==> src/rtl/core/l2bf_pkg.sv <==
// l2bf_pkg: shared types and codes for the layer-2 bridge flood replicator.
// Holds item structs, table write/read structs and the job record of the queue.
// No dependencies.
package l2bf_pkg;

    localparam logic [1:0] KIND_PACKET   = 2'd0;
    localparam logic [1:0] KIND_WR_IFACE = 2'd1;
    localparam logic [1:0] KIND_WR_SLOT  = 2'd2;
    localparam logic [1:0] KIND_WR_COUNT = 2'd3;

    localparam logic [1:0] IFACE_ABSENT = 2'd0;
    localparam logic [1:0] IFACE_PORT   = 2'd1;
    localparam logic [1:0] IFACE_BRIDGE = 2'd2;
    localparam logic [1:0] IFACE_VXLAN  = 2'd3;

    localparam logic [1:0] EDGE_OUTPUT = 2'd0;
    localparam logic [1:0] EDGE_INPUT  = 2'd1;
    localparam logic [1:0] EDGE_VXLAN  = 2'd2;
    localparam logic [1:0] EDGE_DROP   = 2'd3;

    typedef struct packed {
        logic [1:0]  kind;
        logic [15:0] packet_tag;
        logic [5:0]  iface_id;
        logic [5:0]  domain;
        logic        up_flag;
        logic [1:0]  iface_kind;
        logic [3:0]  slot;
        logic [5:0]  member_id;
        logic [4:0]  member_total;
    } t_in_item;

    typedef struct packed {
        logic [15:0] copy_tag;
        logic [5:0]  dest_iface;
        logic [1:0]  edge_res;
        logic        last;
    } t_out_item;

    typedef struct packed {
        logic        ifc_we;
        logic        slot_we;
        logic        cnt_we;
        logic [5:0]  id;
        logic [5:0]  domain;
        logic        up_flag;
        logic [1:0]  iface_kind;
        logic [3:0]  slot;
        logic [5:0]  member_id;
        logic [4:0]  member_total;
    } t_tbl_wr;

    typedef struct packed {
        logic [5:0]  domain;
        logic        up_flag;
        logic [1:0]  iface_kind;
    } t_ifc_rd;

    typedef struct packed {
        logic [15:0] tag;
        logic [5:0]  src;
        logic [5:0]  br;
        logic [4:0]  cnt;
        logic        br_copy;
    } t_job;

endpackage

==> src/rtl/core/l2bf_back.sv <==
// l2bf_back: walks a bridge member list and emits at most one directive per cycle, with gaps on skipped members.
// Holds one directive back so the final one can carry the last mark.
// Depends on l2bf_pkg.
module l2bf_back (
    input  logic                  i_clk,
    input  logic                  i_rst_n,
    input  l2bf_pkg::t_job        i_job,
    input  logic                  i_q_empty,
    output logic                  o_pop,
    output logic                  o_idle,
    output logic                  o_m_re,
    output logic [5:0]            o_m_br,
    output logic [4:0]            o_m_slot,
    input  logic [5:0]            i_m_id,
    output logic [5:0]            o_b_id,
    input  logic [1:0]            i_b_kind,
    input  logic                  i_b_up,
    output logic                  o_strobe,
    output l2bf_pkg::t_out_item   o_result
);

    typedef enum logic [1:0] {
        B_IDLE,
        B_WALK,
        B_TAIL,
        B_FIN
    } t_bstate;

    t_bstate                r_state;
    l2bf_pkg::t_job         r_job;
    logic [4:0]             r_j;
    logic                   r_v1;
    logic                   r_v2;
    logic [5:0]             r_m2;
    logic                   r_pend_v;
    logic [5:0]             r_pend_dest;
    logic [1:0]             r_pend_edge;
    logic                   r_strobe;
    l2bf_pkg::t_out_item    r_result;

    logic                   w_issue;
    logic                   w_hit;
    logic                   w_new_v;
    logic [5:0]             w_new_dest;
    logic [1:0]             w_new_edge;

    always_comb begin
        w_issue    = (r_state == B_WALK) && (r_j < r_job.cnt);
        w_hit      = r_v2 && (r_m2 != r_job.src) &&
                     (i_b_kind != l2bf_pkg::IFACE_ABSENT) && i_b_up;
        w_new_v    = w_hit || ((r_state == B_TAIL) && r_job.br_copy);
        w_new_dest = w_hit ? r_m2 : r_job.br;
        if (!w_hit) begin
            w_new_edge = l2bf_pkg::EDGE_INPUT;
        end else if (i_b_kind == l2bf_pkg::IFACE_VXLAN) begin
            w_new_edge = l2bf_pkg::EDGE_VXLAN;
        end else begin
            w_new_edge = l2bf_pkg::EDGE_OUTPUT;
        end
        o_pop    = (r_state == B_IDLE) && !i_q_empty;
        o_idle   = (r_state == B_IDLE);
        o_m_re   = w_issue;
        o_m_br   = r_job.br;
        o_m_slot = r_j;
        o_b_id   = i_m_id;
        o_strobe = r_strobe;
        o_result = r_result;
    end

    always_ff @(posedge i_clk) begin
        if (!i_rst_n) begin
            r_state  <= B_IDLE;
            r_v1     <= 1'b0;
            r_v2     <= 1'b0;
            r_pend_v <= 1'b0;
            r_strobe <= 1'b0;
        end else begin
            r_strobe <= 1'b0;
            r_v1     <= w_issue;
            r_v2     <= r_v1;
            r_m2     <= i_m_id;

            if (w_new_v) begin
                if (r_pend_v) begin
                    r_strobe <= 1'b1;
                    r_result <= '{copy_tag: r_job.tag, dest_iface: r_pend_dest,
                                  edge_res: r_pend_edge, last: 1'b0};
                end
                r_pend_v    <= 1'b1;
                r_pend_dest <= w_new_dest;
                r_pend_edge <= w_new_edge;
            end

            case (r_state)
                B_IDLE: begin
                    if (!i_q_empty) begin
                        r_job   <= i_job;
                        r_j     <= 5'd0;
                        r_state <= B_WALK;
                    end
                end
                B_WALK: begin
                    if (w_issue) begin
                        r_j <= r_j + 5'd1;
                    end else if (!r_v1 && !r_v2) begin
                        r_state <= B_TAIL;
                    end
                end
                B_TAIL: begin
                    r_state <= B_FIN;
                end
                B_FIN: begin
                    r_strobe <= 1'b1;
                    if (r_pend_v) begin
                        r_result <= '{copy_tag: r_job.tag, dest_iface: r_pend_dest,
                                      edge_res: r_pend_edge, last: 1'b1};
                    end else begin
                        r_result <= '{copy_tag: r_job.tag, dest_iface: r_job.src,
                                      edge_res: l2bf_pkg::EDGE_DROP, last: 1'b1};
                    end
                    r_pend_v <= 1'b0;
                    r_state  <= B_IDLE;
                end
                default: begin
                    r_state <= B_IDLE;
                end
            endcase
        end
    end

endmodule

==> config.mk <==
export PLATFORM = sky130hd
export DESIGN_NAME = l2bf_back
export DESIGN_NICKNAME = d
export VERILOG_FILES = /design/src/rtl/core/l2bf_pkg.sv /design/src/rtl/core/l2bf_back.sv
export SDC_FILE = /design/constraint.sdc
export NUM_CORES = 1
export LEC_CHECK = 0
export ABC_AREA = 1
export BUFFER_PORTS_ARGS = -buffer_cell sky130_fd_sc_hd__buf_2
export CAP_MARGIN = 10
export CORE_ASPECT_RATIO = 1.1
export CORE_UTILIZATION = 45
export DETAILED_ROUTE_END_ITERATION = 16
export GPL_TIMING_DRIVEN = 0
export PLACE_DENSITY = 0.79
export SYNTH_ARGS = -nofsm -noshare
export SYNTH_HDL_FRONTEND = slang
export SYNTH_SLANG_ARGS = --single-unit
export TNS_END_PERCENT = 100
==> constraint.sdc <==
create_clock -name i_clk -period 5 [get_ports i_clk]
set_input_delay 0.5 -clock i_clk [delete_from_list [all_inputs] [get_ports i_clk]]
set_output_delay 0.5 -clock i_clk [all_outputs]
set_load 0.005 [all_outputs]
==> summary.md <==
| Metric | Value |
|---|---|
| Synth Area in Compound Gates | 2.874% |
| Max Cap Viol | 0 |
| Relative slew slack | 28.57% |
| FILL cells | 569 |
| # clock sinks | 84 |
| Largest family of logic cells by synthesized area | simple AND/OR/NAND/NOR gates |
| Post-Synth XOR/XNOR Area | 0.8046% |
| Simple logic cell fraction of the synthesized area | 10.34% |
| Setup crit end kind | output port |
| Clock Path Buffers | 2 |
| Clock insertion delay at the later pin of the skew report | 360 ps |
| Root Driver | clkbuf_8 |
| Most common cell after layout, fill and taps aside | buf_2 |
| LEAKAGE | 1.796 nW |
| WP data required | 4500 ps |
| Syn_area_per_cell | 13.49 um2 |
| Final core utilization | 57.89% |
| H-tree Lvls | 3 |
| Critical path's slowest cell | edfxtp_1 |
| Die X | 83.23 um |
| Slew @ Worst Pin | 1069 ps |
| Clock Skew | 11.29 ps |
| Fin cells | 437 |
| Crit path max-delay family | flip-flops |
| Buf+Inv Stages, Crit Path | 2 |
| CTS tree | yes |
| Net Sw Frac | 29.52% |
| Area Overhead vs Synth | 24.21% |
| Initial DRC Count | 87 |
| Sequential Power Share | 53.7% |
| Average vias per placed instance | 4.618 |
| Antenna violations before repair | 0 |
| Crit path kind | flop to output port |
| Setup tns final | 0 ps |
| Die area | 7602 um2 |
| Fraction of layout cells with a size suffix above 1 | 38.07% |
| Crit share post-route | 43.84% |
| Finish-stage setup viols | 0 |
| TritonCTS Buffers | 9 |
| Placed Cells | 421 |
| WL/cell | 13.28 um |
| Synth warn | 0 |
| Largest net degree at the start of global routing | 26 |
| Cell area after synthesis | 3266 um2 |
| Final Total Pwr | 0.001705 W |
| Min Tclk post-route | 2192 ps |
| Top Ports | 92 |
| Hold WC Path Type | input pin to flop |
| Clk slew on worst S/H paths | 100 ps |
| Worst VDD drop | 0.2233 mV |
| Initial Util | 46.61% |
| Crit-path max FO | 5 |
| Sequential share of the synthesized area | 75.40% |
| Pwr/cell area | 420.3 nW/um2 |
| Post-synthesis mux area share | 0% |
| DP Wirelength | 4.284 mm |
| Number of port buffers | 91 |
| Outcome | finished, final reports clean |
| Synth Area in Adders | 3.448% |
| Power share of the combinational group | 19.2% |
| CP Launch Type | flop |
| Total gr overflow | 0 |
| Die height | 91.35 um |
| First-pass iteration count of the detailed router | 4 |
| Nets | 402 |
| DR vias | 2018 |
| CP cell instances | ha_1, nand2_1, nand2_1, nand3_1, nand3_2, inv_1, buf_2 |
| Routed Antenna Nets | 0 |
| Switching pwr | 0.0005033 W |
| Post-CTS setup buffer count | 0 |
| GRT Total Usage | 16.17% |
| CP arrival | 1690 ps |
| # DRC | 0 |
| Most used cell, CP | nand2_1 |
| CTS Hold Buffers Added | 0 |
| Yosys reg bits | 84 |
| WL final | 5.802 mm |
| Std-Cell Core Area | 7007 um2 |
| Routability cong. | 0.7801 |
| # diodes | 0 |
| Max frequency | 0.4562 GHz |
| Post-CTS resize count | 0 |
| Global-route wire length before repair | 9.080 mm |
| Commonest non-fill, non-tap cells in the layout | buf_2 (91), edfxtp_1 (78), nand2_1 (54) |
| CP max stage delay | 500 ps |
| Syn_nets | 297 |
| Final hold vios | 0 |
| Internal | 0.001202 W |
| RSZ-0062 raised after global routing | false |
| Mapped Cells | 242 |
| Row Count | 32 |
| Final Slew Violations | 0 |
| Vias in the first global route | 1911 |
| Clock share of power | 27.1% |
| Yosys cell types | 21 |
cells by family (layout without fill, tap and decap cells):
logic type / after synthesis / in the layout
simple gates: 81 / 81
compound gates: 18 / 18
buf+inv: 47 / 157
flops: 84 / 84
fa+ha+maj: 9 / 9
xor+xnor: 3 / 3
synthesized netlist by cell type:
master / n / area [um2]
a21oi_1: 5 / 25.02
buf_4: 12 / 90.09
buf_8: 1 / 15.01
clkbuf_1: 1 / 3.750
dfxtp_1: 6 / 120.1
edfxtp_1: 78 / 2342
ha_1: 9 / 112.6
inv_1: 28 / 105.1
inv_2: 5 / 18.77
nand2_1: 54 / 202.7
nand2_2: 1 / 6.260
nand2_4: 1 / 11.26
nand3_1: 7 / 35.03
nand3_2: 2 / 20.02
nor2_1: 14 / 52.55
nor3_1: 2 / 10.01
o21ai_0: 7 / 35.03
o21ai_1: 5 / 25.02
o21ai_2: 1 / 8.760
xnor2_1: 1 / 8.760
xor2_1: 2 / 17.52
power by group through the flow:
stage	Combinational [W]	Clock [W]	Sequential, W
finish	0.000327	0.000462	0.000916
global route	0.000373	0.000503	0.000925
CTS	0.000329	0.000476	0.000917
detailed placement	0.000327	0	0.000933
global placement	0.000294	0	0.000933
floorplan	0.000197	0	0.000928
worst reg2reg max path, delay by kind of cell, from the launching register on:
kind / cells / cell delay [ps]
simple gates: 8 / 1260
flops: 1 / 420
routing by layer:
metal	up-vias	global-route usage, %	part of all wire [%]
met5	-	0	0
met4	0	9.626	2.6
met3	12	4.182	5.1
met2	72	26.91	51
met1	916	18.82	41
li1	1018	-	-
worst paths after layout:
| kind | from | to | slack (ps) | cells past startpoint |
|---|---|---|---|---|
| min reg2reg | r_job[26] | o_result[17] | 420 | 0 |
| max reg2reg | r_m2[3] | o_result[20] | 2810 | 8 |
| max | o_m_slot[2] | o_m_re | 2810 | 7 |
| min | i_job[5] | r_job[5] | 310 | 1 |
per-stage QoR:
step	setup WS (ps)	instance area, um2	hold slack (ps)
5_1_grt	2560	4056	287.0
6_report	2808	4056	309.5
4_1_cts	2722	4056	291.0
3_3_place_gp	185.9	3827	400.2
2_1_floorplan	1465	3266	400.3
3_5_place_dp	2578	3866	405.2
registers in the layout (all words and copies together), names as in the netlist:
register and flops:
o_m_br 6, o_m_slot 5, o_result 25, o_strobe 1, r_job 28, r_m2 6, r_pend_dest 6, r_pend_edge 2
r_pend_v 1, r_state 2, r_v1 1, r_v2 1
cell type report:
class                      instances  area, um2  area share (%)
tap                               85      106.4           2.622
timing repair buffer              94      489.2           12.06
inverter                          33      123.9           3.054
sequential                        84       2462           60.70
clock buffer                       9      123.9           3.054
multi-input combinational        111      575.6           14.19
buffer                            14      108.9           2.684
clock inverter                     7      66.31           1.635
No activity file was read; power rests on OpenSTA's default activity.
