===== config.mk =====
export PLATFORM = sky130hd
export DESIGN_NAME = l2bf_queue
export DESIGN_NICKNAME = d
export VERILOG_FILES = /design/src/rtl/core/l2bf_pkg.sv /design/src/rtl/core/l2bf_queue.sv
export SDC_FILE = /design/constraint.sdc
export NUM_CORES = 1
export LEC_CHECK = 0
export ABC_CLOCK_PERIOD_IN_PS = 3000
export BUFFER_PORTS_ARGS = -buffer_cell sky130_fd_sc_hd__buf_2
export CORE_MARGIN = 2
export CORE_UTILIZATION = 51
export CTS_CLUSTER_DIAMETER = 50
export DETAILED_ROUTE_END_ITERATION = 10
export GPL_TIMING_DRIVEN = 0
export PLACE_DENSITY = 0.78
export SKIP_CTS_REPAIR_TIMING = 1
export SYNTH_ARGS = -nofsm -noshare
export SYNTH_HDL_FRONTEND = slang
export SYNTH_SLANG_ARGS = --single-unit

===== constraint.sdc =====
create_clock -name i_clk -period 3 [get_ports i_clk]
set_input_delay 0.6 -clock i_clk [delete_from_list [all_inputs] [get_ports i_clk]]
set_output_delay 0.6 -clock i_clk [all_outputs]
set_load 0.03 [all_outputs]

===== src/rtl/core/l2bf_pkg.sv =====
// l2bf_pkg: shared types and codes for the layer-2 bridge flood replicator.
// Holds item structs, table write/read structs and the job record of the queue.
// No dependencies.
package l2bf_pkg;

    localparam logic [1:0] KIND_PACKET   = 2'd0;
    localparam logic [1:0] KIND_WR_IFACE = 2'd1;
    localparam logic [1:0] KIND_WR_SLOT  = 2'd2;
    localparam logic [1:0] KIND_WR_COUNT = 2'd3;

    localparam logic [1:0] IFACE_ABSENT = 2'd0;
    localparam logic [1:0] IFACE_PORT   = 2'd1;
    localparam logic [1:0] IFACE_BRIDGE = 2'd2;
    localparam logic [1:0] IFACE_VXLAN  = 2'd3;

    localparam logic [1:0] EDGE_OUTPUT = 2'd0;
    localparam logic [1:0] EDGE_INPUT  = 2'd1;
    localparam logic [1:0] EDGE_VXLAN  = 2'd2;
    localparam logic [1:0] EDGE_DROP   = 2'd3;

    typedef struct packed {
        logic [1:0]  kind;
        logic [15:0] packet_tag;
        logic [5:0]  iface_id;
        logic [5:0]  domain;
        logic        up_flag;
        logic [1:0]  iface_kind;
        logic [3:0]  slot;
        logic [5:0]  member_id;
        logic [4:0]  member_total;
    } t_in_item;

    typedef struct packed {
        logic [15:0] copy_tag;
        logic [5:0]  dest_iface;
        logic [1:0]  edge_res;
        logic        last;
    } t_out_item;

    typedef struct packed {
        logic        ifc_we;
        logic        slot_we;
        logic        cnt_we;
        logic [5:0]  id;
        logic [5:0]  domain;
        logic        up_flag;
        logic [1:0]  iface_kind;
        logic [3:0]  slot;
        logic [5:0]  member_id;
        logic [4:0]  member_total;
    } t_tbl_wr;

    typedef struct packed {
        logic [5:0]  domain;
        logic        up_flag;
        logic [1:0]  iface_kind;
    } t_ifc_rd;

    typedef struct packed {
        logic [15:0] tag;
        logic [5:0]  src;
        logic [5:0]  br;
        logic [4:0]  cnt;
        logic        br_copy;
    } t_job;

endpackage


===== src/rtl/core/l2bf_queue.sv =====
// l2bf_queue: short job queue between the classifier and the replicator.
// Depends on l2bf_pkg.
module l2bf_queue (
    input  logic            i_clk,
    input  logic            i_rst_n,
    input  logic            i_push,
    input  l2bf_pkg::t_job  i_job,
    output logic            o_full,
    input  logic            i_pop,
    output l2bf_pkg::t_job  o_job,
    output logic            o_empty
);

    localparam int QD = 2;
    localparam int PW = $clog2(QD);
    localparam int CW = $clog2(QD + 1);

    l2bf_pkg::t_job r_mem [QD];
    logic [PW-1:0]  r_wp;
    logic [PW-1:0]  r_rp;
    logic [CW-1:0]  r_cnt;
    logic           w_do_push;
    logic           w_do_pop;

    always_comb begin
        o_full    = (r_cnt == CW'(QD));
        o_empty   = (r_cnt == '0);
        o_job     = r_mem[r_rp];
        w_do_push = i_push && !o_full;
        w_do_pop  = i_pop && !o_empty;
    end

    always_ff @(posedge i_clk) begin
        if (!i_rst_n) begin
            r_wp  <= '0;
            r_rp  <= '0;
            r_cnt <= '0;
        end else begin
            if (w_do_push) begin
                r_wp <= (r_wp == PW'(QD - 1)) ? '0 : r_wp + 1'b1;
            end
            if (w_do_pop) begin
                r_rp <= (r_rp == PW'(QD - 1)) ? '0 : r_rp + 1'b1;
            end
            if (w_do_push && !w_do_pop) begin
                r_cnt <= r_cnt + 1'b1;
            end else if (w_do_pop && !w_do_push) begin
                r_cnt <= r_cnt - 1'b1;
            end
        end
    end

    always_ff @(posedge i_clk) begin
        if (w_do_push) begin
            r_mem[r_wp] <= i_job;
        end
    end

endmodule


==> impl_metrics.ini, run 1 <==
[route]
vias = 1412
routed_wl_um = 4450
firstDrtPassIters = 2
ant_nets = 0
wire_per_inst_um = 15.3
drc_errors = 0
drtIter0Drc = 28
routed_via_density = 4.85

[cts]
clock_latency_ns = 0.33
htree_levels = 3
cts_tree = done
root_buffer = clkbuf_8
numCtsBuffers = 9
numClockSinks = 73
clkTransAtPathRegs_ns = 0.08
cts_buffer_depth = 2

[synthesis]
synth_fp_nets = 170
synth_area_um2 = 2690
yosysSeqAreaShare_pct = 79.7
synth_compound_area_share_pct = 1.21
syn_area_per_cell_um2 = 20.5
synth_top_family_by_area = multiplexers
synth_fa_ha_area_share_pct = 0.466
yosysWarnings = 0
ys_seq_elements = 73
synth.area.mux_share_pct = 14.3
syn_inst = 131
yosys.area_share.simple_pct = 2.05
yosysUniqueCellTypes = 21
synth-xor-area-share_pct = 0.978

[cells_and_area]
diodes = 0
syn_to_final_growth_pct = 26.8
final_util_pct = 66.7
postLayoutCellArea_um2 = 3410
finalNetCount = 255
fill_cells = 396
drive_gt1_share_pct = 58.8

[power_and_ir_drop]
p_total_mw = 3.23
cellPowerDensity_nw_per_um2 = 948
peakVddDrop_mv = 0.630
leakage_nw = 1.30

[timing]
fin_crit_ns = 2.17
final.setup_skew_ns = 0.00636
post-route-period-util_pct = 72.2
finalHoldWorstSlack_ns = 0.456
fin_tns_setup_ns = 0
hold_viol_final = 0
clock.fmax_mhz = 462
worstMarginPinSlew_ns = 0.838
relSlewSlack_pct = 43.9
setup_viol = 0
rsz0062_at_grt = no
slew_viol_final = 0

[worst_setup_path]
r2r_slack_ns = 1.07
reg2reg_to = r_mem[0][19]$_DFFE_PP_
rr_worst_depth = 4
worstSetupStartpointType = flip-flop
required_ns = 2.40
cp_max_fo = 10
setup.worst_path.class = flip-flop to output port
end_kind = output port
crit_arrival_ns = 1.57
rr_startpoint = r_cnt[0]$_SDFFE_PN0P_

[die]
die_h_um = 76.6
rows = 26
core-area_um2 = 5110
io-pin-count = 74
start_util_pct = 52.6
die_w_um = 76.6
dieArea_um2 = 5860

[min_path]
hold_depth = 1
hold_class = input pin to flip-flop
whs_endpoint = r_mem[0][23]$_DFFE_PP_
worstHoldStart = i_job[23]

[run_status]
status = complete, no violations

[global_routing]
grt_pass1_vias = 1435
antenna_found_initial = 0
grt_max_degree = 35
overflow = 0
grt_pass1_wl_um = 6910
grt_use_total_pct = 15.9

[job]
cap_viol_max_count = 0

[placed_design]
place_hpwl_um = 2980
dpl_cell_area_um2 = 3160
port_buffers = 73
gp_congestion = 0.683
## placed cells by master (no fill, tap or decap), types with 2 or more instances in the layout
cell	netlist	layout
and2_1	3	3
buf_2	1	74
buf_4	3	3
bufinv_16	0	3
clkbuf_8	0	10
dfxtp_1	5	5
edfxtp_1	68	68
mux2_2	34	34
nor2_1	2	2
xnor2_1	2	2
## sequential cells by signal, summed over array words and instances (netlist names), named ones only
signal,count
r_mem,68
r_cnt,2
r_rp,1
r_wp,1
## worst max path at each step
| stage | from | endpoint | slack, ns | depth (start not counted) |
|---|---|---|---|---|
| after detailed placement | i_push | r_mem[0][25]$_DFFE_PP_ | 0.90 | 4 |
| final | flip-flop | o_job[6] | 0.83 | 4 |
| after floorplan | i_push | r_mem[0][0]$_DFFE_PP_ | 0.53 | 2 |
| after global placement | i_push | r_mem[0][31]$_DFFE_PP_ | -0.33 | 3 |
| after CTS | flip-flop | o_job[6] | 0.80 | 4 |
| after global routing | flip-flop | o_job[6] | 0.76 | 4 |
## cell type report
cell class	instances	area [µm²]	share of cell area [%]
multi-input combinational	52	517	15.2
buffer	4	27.5	0.808
clock inverter	5	103	3.01
inverter	2	7.51	0.220
timing repair buffer	74	380	11.2
tap	70	87.6	2.57
clock buffer	11	141	4.15
sequential	73	2140	62.9
## cell families after synthesis
kind of cell,count (synthesis)
flip-flops,73
multiplexers,34
AND/OR/NAND/NOR,9
buffers and inverters,6
AO/OA/AOI/OAI,5
XOR/XNOR,3
adder cells (fa/ha/maj),1
## stage by stage
stage               setup WS (ns)  std cells
detailed placement          0.897        275
floorplan                   0.528        131
CTS                         0.802        291
global placement           -0.329        274
global route                0.761        291
finish                      0.834        291
## layer usage
layer | track usage, % | wire length, µm | vias up | share of wire [%]
met5 | 0 | 0 | - | 0
met4 | 9.27 | 65 | 0 | 1.5
met3 | 2.96 | 127 | 5 | 2.9
met2 | 28.1 | 2480 | 32 | 56
met1 | 18.1 | 1770 | 698 | 40
li1 | - | - | 677 | -
## Yosys cell counts
| library cell | number | area [µm²] |
|---|---|---|
| edfxtp_1 | 68 | 2040 |
| mux2_2 | 34 | 383 |
| dfxtp_1 | 5 | 100 |
| and2_1 | 3 | 18.8 |
| buf_4 | 3 | 22.5 |
| nor2_1 | 2 | 7.51 |
| xnor2_1 | 2 | 17.5 |
| a21boi_0 | 1 | 7.51 |
| a21boi_1 | 1 | 7.51 |
| and3_1 | 1 | 6.26 |
| buf_2 | 1 | 5.00 |
| ha_1 | 1 | 12.5 |
| inv_1 | 1 | 3.75 |
| inv_2 | 1 | 3.75 |
| nand2b_1 | 1 | 6.26 |
| nor3_2 | 1 | 10.0 |
| o21a_1 | 1 | 7.51 |
| o21ai_0 | 1 | 5.00 |
| o21ai_1 | 1 | 5.00 |
| or3_1 | 1 | 6.26 |
| xor2_1 | 1 | 8.76 |
## power by group
part | switching (mW) | leakage (nW) | internal (mW) | total, mW
Clock | 0.335 | 0.120 | 0.574 | 0.909
Combinational | 0.627 | 0.502 | 0.363 | 0.991
Sequential | 0.0464 | 0.676 | 1.28 | 1.33
## critical path, cell delays in order (launching register included)
cell     delay (ns)
dfxtp_1        0.30
buf_2          0.17
buf_4          0.22
mux2_2         0.36
buf_2          0.18
Power figures use the tool's default switching activity.
==> inputs of run 2 (changes only) <==
Settings changed: ABC_CLOCK_PERIOD_IN_PS 3000 to 1900, CORE_UTILIZATION 51 to 46, PLACE_DENSITY 0.78 to 0.74.
Clock period 3 ns to 1.9 ns, I/O delays scaled along.
==> run 2 against run 1 <==
Net effect: worst setup slack worse by 0.79 ns; core utilization is 4.8 points lower; non-clock buffer count is 3 higher; sequential power is 58% higher; power is 53% higher; cell count is 1.7% higher; sequential cell count stayed put; via count is 0.50% higher; clock power is 27% higher; critical path type unchanged; highest routed layer unchanged.
==> impl_metrics.ini, run 2 (same netlist as run 1, synthesis figures left out) <==
[cts]
numCtsBuffers = 9
cts_tree = done
root_buffer = clkbuf_8
clkTransAtPathRegs_ns = 0.07
htree_levels = 3
clock_latency_ns = 0.33
numClockSinks = 73
cts_buffer_depth = 2

[timing]
rsz0062_at_grt = yes
clock.fmax_mhz = 539
fin_crit_ns = 1.85
worstMarginPinSlew_ns = 0.840
post-route-period-util_pct = 97.6
fin_tns_setup_ns = 0
relSlewSlack_pct = 44.0
final.setup_skew_ns = 0.00462
slew_viol_final = 0
hold_viol_final = 0
setup_viol = 0
finalHoldWorstSlack_ns = 0.233
fin_ws_ns = 0.0453

[cells_and_area]
final_common_cell = buf_2
largest_reg_flops = 68
final_util_pct = 61.9
fin_cells = 296
diodes = 0
syn_to_final_growth_pct = 28.4
postLayoutCellArea_um2 = 3450
reg.largest.list = r_mem (68), r_cnt (2)
finalNetCount = 258
final_cell_mix = buf_2, edfxtp_1, mux2_2
largest_register = r_mem
drive_gt1_share_pct = 60.7

[run_status]
status = complete, no violations

[worst_setup_path]
rr_worst_depth = 2
worstSetupStartpointType = flip-flop
r2r_slack_ns = 0.23
setup.worst_path.class = flip-flop to output port
rr_startpoint = r_cnt[0]$_SDFFE_PN0P_
cp_max_fo = 10
reg2reg_to = r_mem[1][22]$_DFFE_PP_
crit_arrival_ns = 1.47
required_ns = 1.52
end_kind = output port

[global_routing]
grt_use_total_pct = 13.8
grt_pass1_wl_um = 6240
antenna_found_initial = 0
grt_pass1_vias = 1371
grt_max_degree = 35
overflow = 0

[placed_design]
port_buffers = 73
placedCellCount = 277
dpl_cell_area_um2 = 3190
pre_cts_ws_ns = -0.0196
gp_congestion = 0.696
place_hpwl_um = 2810

[min_path]
whs_endpoint = r_mem[0][1]$_DFFE_PP_
hold_class = input pin to flip-flop
worstHoldStart = i_job[1]
hold_depth = 1

[job]
cap_viol_max_count = 0

[die]
io-pin-count = 74
start_util_pct = 48.2
die_h_um = 80.4
dieArea_um2 = 6470
die_w_um = 80.4
rows = 27
core-area_um2 = 5570

[route]
drc_errors = 0
ant_nets = 0
routed_wl_um = 4350
drtIter0Drc = 76
firstDrtPassIters = 4
vias = 1419
wire_per_inst_um = 14.7
routed_via_density = 4.79

[power_and_ir_drop]
cellPowerDensity_nw_per_um2 = 1430
peakVddDrop_mv = 0.959
p_total_mw = 4.94
leakage_nw = 1.31
run 2: cell types whose count changed in the layout (fill, tap and decap cells not counted), moves of 2 or more:
| cell | delta |
|---|---|
| bufinv_16 | -2 |
| clkbuf_4 | +2 |
| buf_8 | +2 |
| buf_2 | -3 |
| clkinvlp_4 | +2 |
run 2: worst max-delay path by stage:
stage,to,slack [ns],cells past startpoint
final,o_job[4],0.05,4
after floorplan,r_mem[0][0]$_DFFE_PP_,0.006,3
after global placement,r_mem[0][23]$_DFFE_PP_,-0.42,3
after global routing,o_job[2],-0.01,4
after CTS,o_job[4],-0.10,4
after detailed placement,r_mem[0][29]$_DFFE_PP_,-0.02,4
run 2: worst max-delay path, cell delays in order (launching register included):
cell and delay, ns:
dfxtp_1 0.32, buf_6 0.14, buf_8 0.15, mux2_2 0.35
buf_2 0.18
run 2: layer usage:
metal  global-route usage [%]  vias up  part of all wire [%]
met4                     9.66        0                   1.7
li1                         -      679                     -
met2                     23.8       38                    56
met5                        0        -                     0
met3                     3.26        6                   4.2
met1                     14.7      696                    38
run 2: final cells by class:
type                    count  area (µm²)
plain buffers               4        56.3
clock buffers               9         124
clock inverters             7        71.3
fillers                   436        2120
inverters                   2        7.51
multi-input cells          52         524
flip-flops and latches     73        2140
well taps                  72        90.1
repair buffers             77         433
run 2: power by group:
part / internal (mW) / switching, mW
logic: 0.684 / 1.01
clock network: 0.603 / 0.544
registers: 2.02 / 0.0739
total: 3.31 / 1.63
