--- src/rtl/core/l2bf_pkg.sv ---
// l2bf_pkg: shared types and codes for the layer-2 bridge flood replicator.
// Holds item structs, table write/read structs and the job record of the queue.
// No dependencies.
package l2bf_pkg;

    localparam logic [1:0] KIND_PACKET   = 2'd0;
    localparam logic [1:0] KIND_WR_IFACE = 2'd1;
    localparam logic [1:0] KIND_WR_SLOT  = 2'd2;
    localparam logic [1:0] KIND_WR_COUNT = 2'd3;

    localparam logic [1:0] IFACE_ABSENT = 2'd0;
    localparam logic [1:0] IFACE_PORT   = 2'd1;
    localparam logic [1:0] IFACE_BRIDGE = 2'd2;
    localparam logic [1:0] IFACE_VXLAN  = 2'd3;

    localparam logic [1:0] EDGE_OUTPUT = 2'd0;
    localparam logic [1:0] EDGE_INPUT  = 2'd1;
    localparam logic [1:0] EDGE_VXLAN  = 2'd2;
    localparam logic [1:0] EDGE_DROP   = 2'd3;

    typedef struct packed {
        logic [1:0]  kind;
        logic [15:0] packet_tag;
        logic [5:0]  iface_id;
        logic [5:0]  domain;
        logic        up_flag;
        logic [1:0]  iface_kind;
        logic [3:0]  slot;
        logic [5:0]  member_id;
        logic [4:0]  member_total;
    } t_in_item;

    typedef struct packed {
        logic [15:0] copy_tag;
        logic [5:0]  dest_iface;
        logic [1:0]  edge_res;
        logic        last;
    } t_out_item;

    typedef struct packed {
        logic        ifc_we;
        logic        slot_we;
        logic        cnt_we;
        logic [5:0]  id;
        logic [5:0]  domain;
        logic        up_flag;
        logic [1:0]  iface_kind;
        logic [3:0]  slot;
        logic [5:0]  member_id;
        logic [4:0]  member_total;
    } t_tbl_wr;

    typedef struct packed {
        logic [5:0]  domain;
        logic        up_flag;
        logic [1:0]  iface_kind;
    } t_ifc_rd;

    typedef struct packed {
        logic [15:0] tag;
        logic [5:0]  src;
        logic [5:0]  br;
        logic [4:0]  cnt;
        logic        br_copy;
    } t_job;

endpackage

--- src/rtl/core/l2bf_front.sv ---
// l2bf_front: accepts transactions, applies table writes, classifies packets.
// Looks up source and bridge entries and hands a job to the queue.
// Depends on l2bf_pkg.
module l2bf_front (
    input  logic                  i_clk,
    input  logic                  i_rst_n,
    input  logic                  i_start,
    output logic                  o_busy,
    input  l2bf_pkg::t_in_item    i_item,
    input  logic                  i_drained,
    output l2bf_pkg::t_tbl_wr     o_wr,
    output logic [5:0]            o_a_id,
    input  l2bf_pkg::t_ifc_rd     i_a,
    input  logic [4:0]            i_a_cnt,
    output logic                  o_push,
    output l2bf_pkg::t_job        o_job,
    input  logic                  i_q_full
);

    typedef enum logic [2:0] {
        F_IDLE,
        F_SRC,
        F_BR,
        F_PUSH,
        F_WR
    } t_fstate;

    t_fstate            r_state;
    l2bf_pkg::t_in_item r_item;
    l2bf_pkg::t_job     r_job;
    logic               r_src_ok;
    logic [5:0]         r_br;
    logic               w_elig;
    logic               w_wr_go;

    always_comb begin
        o_busy  = (r_state != F_IDLE);
        o_a_id  = (r_state == F_SRC) ? i_a.domain : i_item.iface_id;
        w_elig  = r_src_ok && (i_a.iface_kind == l2bf_pkg::IFACE_BRIDGE);
        w_wr_go = (r_state == F_WR) && i_drained;
        o_push  = (r_state == F_PUSH) && !i_q_full;
        o_job   = r_job;

        o_wr.ifc_we       = w_wr_go && (r_item.kind == l2bf_pkg::KIND_WR_IFACE);
        o_wr.slot_we      = w_wr_go && (r_item.kind == l2bf_pkg::KIND_WR_SLOT);
        o_wr.cnt_we       = w_wr_go && (r_item.kind == l2bf_pkg::KIND_WR_COUNT);
        o_wr.id           = r_item.iface_id;
        o_wr.domain       = r_item.domain;
        o_wr.up_flag      = r_item.up_flag;
        o_wr.iface_kind   = r_item.iface_kind;
        o_wr.slot         = r_item.slot;
        o_wr.member_id    = r_item.member_id;
        o_wr.member_total = r_item.member_total;
    end

    always_ff @(posedge i_clk) begin
        if (!i_rst_n) begin
            r_state <= F_IDLE;
        end else begin
            case (r_state)
                F_IDLE: begin
                    if (i_start) begin
                        r_item <= i_item;
                        if (i_item.kind == l2bf_pkg::KIND_PACKET) begin
                            r_state <= F_SRC;
                        end else begin
                            r_state <= F_WR;
                        end
                    end
                end
                F_SRC: begin
                    r_src_ok <= (i_a.iface_kind != l2bf_pkg::IFACE_ABSENT);
                    r_br     <= i_a.domain;
                    r_state  <= F_BR;
                end
                F_BR: begin
                    r_job.tag     <= r_item.packet_tag;
                    r_job.src     <= r_item.iface_id;
                    r_job.br      <= r_br;
                    r_job.cnt     <= w_elig ? i_a_cnt : 5'd0;
                    r_job.br_copy <= w_elig && (r_item.iface_id != r_br) && i_a.up_flag;
                    r_state       <= F_PUSH;
                end
                F_PUSH: begin
                    if (!i_q_full) begin
                        r_state <= F_IDLE;
                    end
                end
                F_WR: begin
                    if (i_drained) begin
                        r_state <= F_IDLE;
                    end
                end
                default: begin
                    r_state <= F_IDLE;
                end
            endcase
        end
    end

endmodule

--- config.mk ---
export PLATFORM = sky130hd
export DESIGN_NAME = l2bf_front
export DESIGN_NICKNAME = d
export VERILOG_FILES = /design/src/rtl/core/l2bf_pkg.sv /design/src/rtl/core/l2bf_front.sv
export SDC_FILE = /design/constraint.sdc
export NUM_CORES = 1
export LEC_CHECK = 0
export BUFFER_PORTS_ARGS = -buffer_cell sky130_fd_sc_hd__buf_2
export CAP_MARGIN = 20
export CELL_PAD_IN_SITES_DETAIL_PLACEMENT = 0
export CELL_PAD_IN_SITES_GLOBAL_PLACEMENT = 1
export CORE_MARGIN = 1
export CORE_UTILIZATION = 41
export DETAILED_ROUTE_END_ITERATION = 12
export PLACE_DENSITY_LB_ADDON = 0.1
export SYNTH_ARGS = -nofsm -noshare
export SYNTH_HDL_FRONTEND = slang
export SYNTH_SLANG_ARGS = --single-unit
--- constraint.sdc ---
create_clock -name i_clk -period 10.58 [get_ports i_clk]
set_input_delay 0 -clock i_clk [delete_from_list [all_inputs] [get_ports i_clk]]
set_output_delay 0 -clock i_clk [all_outputs]
set_load 0.01 [all_outputs]
==> results.md, run 1 <==
* CP max stage delay at 0.45 ns
* Number of synthesized register bits at 92
* Most frequent cell after synthesis: edfxtp_1
* Number of global-route vias before repair at 1952
* Final hold vios at 0
* Die width at 91.7 um
* GRT Total Usage at 0.152
* Total CTS buffers at 9
* Clk_skew at 0.00832 ns
* Minimum hold slack at 0.0191 ns
* Buf/Inv on CP at 1
* Asr flop ratio synth at 0
* Htree depth at 3
* RSZ-0062 raised after global routing: no
* Crit end category: register
* TritonRoute pass-1 iters at 4
* Synth cell count leaders: edfxtp_1, buf_4, and2_1
* DRT Wirelength at 6120 um
* Core Area at about 7800 sq um
* Mapped Cells at 169
* PortBufs at 141
* Syn nets at between 200 and 250
* Worst vdd ir at 0.0681 mV
* Final setup viols at 0
* Rel. slew slack at 0.707
* Clock Tree Root: clkbuf_8
* Number of enable flip-flop cells after synthesis at around 90
* Initial Util at 0.425
* Run status: completed
* Worst skew pair latency at 0.35 ns
* Initial drt markers at 28
* Crit path time final at 1.78 ns
* I/O pin count at 142
* Setup crit start kind: register
* Share of the synthesized area in the top cell type at 0.809
* CTS tree: yes
* Final Cycle Share at 0.168
* Top delay family on crit path: simple AND/OR/NAND/NOR gates
* DP Wirelength at 3870 um
* Clock Sinks at 92
* Die H at 91.7 um
* Pwr Total at 0.000729 W
* Worst hold-check path type: in2reg
* Global-route wire length before repair at 9280 um
* Worst Tran Pin Value at 0.439 ns
* Power per standard cell area at 152 nW/um^2
* DR vias at ~2000
* Largest net degree at the start of global routing at 36
* Die area at about 8400 sq um
* Clk slew on worst S/H paths at 0.08 ns
* Worst slack, placed at 8.80 ns
* WP depth at 3
* Main synth FF type: edfxtp_1
* Slowest cell on the critical path: buf_4
* Syn Std Cell Area at 3300 sq um
* Nets at 424
* CP Class: reg2reg
* Total grt overflow at 0
* Syn. warnings at 0
* Drt drc at 0
* Vias per cell at 4.38
* Final WS setup at 8.80 ns
* Final Slew Violations at 0
* Post-CTS Setup Repair Bufs at 0
* # fillers at 621
* Worst path cell trace: nand2b_1 > nor4b_2 > buf_4
* Pleak at about 1.9 nW
* Clk buf depth at 2
* Proportion of layout cells with a drive suffix above 1 at 0.461
* GP Congestion at 0.686
* Fmax at 0.561 GHz
* Mean area per synthesized cell at 19.5 sq um
* Unique masters post-synth at 30
* CP Data Arrival Time at 1.78 ns
* Fin Setup TNS at 0 ns
* Remaining antenna violation count after routing at 0
* Worst hold stages at 3
* Routed wire per std cell at 13.2 um
* Antenna Diode Count at 0
* CP max FO at 35
* Row cnt at 32
* Yosys top cell by area: edfxtp_1
* Reg2Reg Depth at 3
* Max-Cap Viols at 0
* # resized after CTS at 0
* Data required, critical path at about 11 ns
* Register area share after synthesis at 0.828
* Area Growth Syn to Fin at 45.4%
* Initial antenna violation count at 0
* Ranking of synthesized cells by area: edfxtp_1, buf_4, dfxtp_1, mux2_2, and2_1
## tightest hold or removal path, stage by stage
cell	delay, ns
buf_2	0.10
mux2i_1	0.06
and3_1	0.17
## metrics by stage
| stage | std cells | instance area [sq um] | utilization |
|---|---|---|---|
| 5_1_grt | 464 | 4800 | 0.618 |
| 3_5_place_dp | 383 | 3930 | 0.506 |
| 4_1_cts | 464 | 4800 | 0.618 |
| 6_report | 464 | 4800 | 0.618 |
| 2_1_floorplan | 169 | 3300 | - |
| 3_3_place_gp | 383 | 3930 | 0.506 |
## timing repair
action,4_1_cts,5_1_grt
endpoints found under the setup margin,0,0
endpoints found under the hold margin,63,0
hold buffers,65,0
## flip-flops by register name (all words and copies together) (netlist names)
register and count:
o_job 34, o_wr 30, r_item 18, r_br 6, r_state 3, r_src_ok 1
## per-layer routing
| layer | share of wire | track usage | vias to the layer above |
|---|---|---|---|
| li1 | - | - | 975 |
| met1 | 0.41 | 0.182 | 961 |
| met2 | 0.51 | 0.249 | 89 |
| met3 | 0.067 | 0.0489 | 9 |
| met4 | 0.015 | 0.0703 | 0 |
| met5 | 0 | 0 | - |
## cell type report
type                            count  area, sq um  area share
Multi-Input combinational cell     44          342      0.0712
Inverter                            1         3.75    0.000782
Clock buffer                        9          124      0.0258
Clock inverter                      7         91.3      0.0190
Sequential cell                    92         2730       0.569
Timing Repair Buffer              209         1380       0.287
Tap cell                          102          128      0.0266
## placed cells by master, fill, tap and decap left out, types with 4 or more instances in the layout
master / count
and2_1: 6
buf_2: 141
clkbuf_8: 9
dlygate4sd3_1: 65
edfxtp_1: 89
mux2_2: 4
nor2_1: 4
xor2_1: 4
## power by group
part           total (W)  internal, W  switching [W]  leakage, nW
clock network   0.000247     0.000132       0.000115       0.0989
registers       0.000419     0.000414     0.00000521        0.839
logic          0.0000626    0.0000360      0.0000265        0.979
## cells by family (layout without fill, tap and decap cells)
family,Yosys count,in the layout,synth area share
DFF,92,92,0.828
buffers and inverters,33,226,0.0724
AOI/OAI and AO/OA,4,4,0.00720
and+or+nand+nor,27,27,0.0534
xor gates and xnor gates,6,6,0.0159
muxes,7,7,0.0235
## worst paths after layout
check	from	to	slack, ns
hold / removal	i_drained	r_state[2]	0.02
hold reg to reg	r_item[34]	o_job[22]	0.42
setup / recovery	r_state[2]	r_item[44]	8.80
setup reg to reg	r_state[2]	r_item[44]	8.80
(Power assumes the default switching activity.)
==> run 2: changes to the inputs <==
--- a/config.mk
+++ b/config.mk
@@ -10,7 +10,7 @@
 export CELL_PAD_IN_SITES_DETAIL_PLACEMENT = 0
 export CELL_PAD_IN_SITES_GLOBAL_PLACEMENT = 1
 export CORE_MARGIN = 1
-export CORE_UTILIZATION = 41
+export CORE_UTILIZATION = 38
 export DETAILED_ROUTE_END_ITERATION = 12
 export PLACE_DENSITY_LB_ADDON = 0.1
 export SYNTH_ARGS = -nofsm -noshare
==> constraint.sdc (replaced) <==
create_clock -name i_clk -period 1.75 [get_ports i_clk]
set_input_delay 0 -clock i_clk [delete_from_list [all_inputs] [get_ports i_clk]]
set_output_delay 0 -clock i_clk [all_outputs]
set_load 0.01 [all_outputs]
==> results.md, run 2 (same netlist as run 1, synthesis figures left out) <==
* Final setup viols at 0
* Worst path cell trace: nor3b_4 > buf_4 > mux2_1 > buf_2
* Drt drc at 0
* Reg2Reg Depth at 3
* DP Wirelength at 4300 um
* Routed wire per std cell at approximately 14 um
* Final instance area at 4850 sq um
* Minimum hold slack at ~0.031 ns
* Clk_skew at 0.00648 ns
* CP max FO at 9
* Clock Sinks at 92
* Setup crit start kind: register
* Row cnt at 33
* Crit path time final at 1.64 ns
* Post-CTS Setup Repair Bufs at 0
* Rel. slew slack at 0.750
* Final Cycle Share at 0.934
* Pleak at 1.94 nW
* Final Slew Violations at 0
* Htree depth at 3
* DRT Wirelength at ~6400 um
* Crit end category: output port
* Worst hold stages at 3
* CP max stage delay at roughly 0.42 ns
* Die area at 9070 sq um
* Final hold vios at 0
* Vias per cell at 4.29
* Power per standard cell area at between 800 and 900 nW/um^2
* Initial antenna violation count at 0
* Total grt overflow at 0
* CP Class: reg2out
* WHS Endpoint: r_state[2]
* Fin Setup TNS at 0 ns
* RSZ-0062 raised after global routing: no
* CTS tree: yes
* Data required, critical path at around 1.8 ns
* Initial Util at 0.398
* Fmax at between 0.6 and 0.7 GHz
* GRT Total Usage at 0.148
* Post-Route Utilization at 0.584
* Worst hold-check path type: in2reg
* Run status: completed
* R2R Setup Slk at about 0.26 ns
* Largest net degree at the start of global routing at 38
* Antenna Diode Count at 0
* Max reg flops at 34
* Initial drt markers at 56
* Launch point of the worst reg-to-reg path: r_state[2]
* Commonest non-fill, non-tap cell in the layout: buf_2
* Remaining antenna violation count after routing at 0
* Slowest cell on the critical path: dfxtp_1
* Global-route wire length before repair at 9670 um
* I/O pin count at approximately 140
* Number of global-route vias before repair at 1993
* Clk buf depth at 2
* Die H at 95.2 um
* Clk slew on worst S/H paths at 0.08 ns
* Commonest non-fill, non-tap cells in the layout: buf_2, edfxtp_1, dlygate4sd3_1, clkbuf_8, and2_1
* Nets at 426
* Worst vdd ir at 0.412 mV
* TritonRoute pass-1 iters at 4
* Placed cell area at roughly 4000 sq um
* Proportion of layout cells with a drive suffix above 1 at 0.467
* Total CTS buffers at 9
* GP Congestion at 0.698
* Worst Tran Pin Value at 0.375 ns
* Max-Cap Viols at 0
* Worst skew pair latency at about 0.34 ns
* CP Data Arrival Time at approximately 1.6 ns
* RR Endpoint: r_item[40]
* Worst Hold Launch: i_drained
* PortBufs at 141
* Clock Tree Root: clkbuf_8
* Area Growth Syn to Fin at 46.8%
* Die width at 95.2 um
* DR vias at roughly 2000
* Core Area at 8300 sq um
run 2: worst max-delay path by stage:
stage | slack, ns | cells past startpoint | startpoint | to
after floorplan | -0.85 | 3 | r_state[2] | o_wr[0]
after global placement | 0.30 | 3 | r_state[2] | r_item[39]
after detailed placement | 0.27 | 3 | r_state[2] | o_wr[0]
after CTS | 0.06 | 4 | r_state[0] | o_a_id[0]
after global routing | 0.01 | 4 | r_state[1] | o_a_id[2]
final | 0.11 | 4 | r_state[1] | o_a_id[4]
run 2: through the flow:
step	instances	total power (W)	setup slack [ns]
after CTS	469	0.00434	0.0649
after global placement	388	0.00287	0.301
after detailed placement	388	0.00287	0.268
after floorplan	169	0.00274	-0.852
after global routing	469	0.00448	0.0127
final	469	0.00428	0.115
run 2: report_power, final:
part           switching, W  internal [W]  total, W  leakage [nW]
clock              0.000703      0.000653   0.00136        0.0943
sequential        0.0000319       0.00250   0.00253         0.840
combinational      0.000165      0.000230  0.000395          1.00
total              0.000900       0.00339   0.00428          1.94
run 2: area by class of cell:
type | count | area, sq um
multi-input cells | 44 | 364
repair buffers | 211 | 1420
clock inverters | 7 | 67.6
inverters | 1 | 3.75
clock buffers | 9 | 124
well taps | 105 | 131
fillers | 679 | 3450
flip-flops and latches | 92 | 2740
run 2: worst max-delay path, delay by kind of cell, from the launching register on:
family,cells,cell delay [ns]
buf+inv,2,0.33
flops,1,0.42
mux,1,0.33
simple gates,1,0.22
run 2: repair_timing:
item	4_1_cts	5_1_grt
gates resized for setup	1	1
hold buffers	65	0
hold endpoints to repair	64	0
setup endpoints to repair	6	5
run 2: routing by layer:
metal / routed length, um / up-vias / GRT usage
li1: - / 981 / -
met1: 2750 / 943 / 0.190
met2: 3190 / 81 / 0.230
met4: 90 / 0 / 0.0770
met3: 417 / 8 / 0.0399
met5: 0 / - / 0
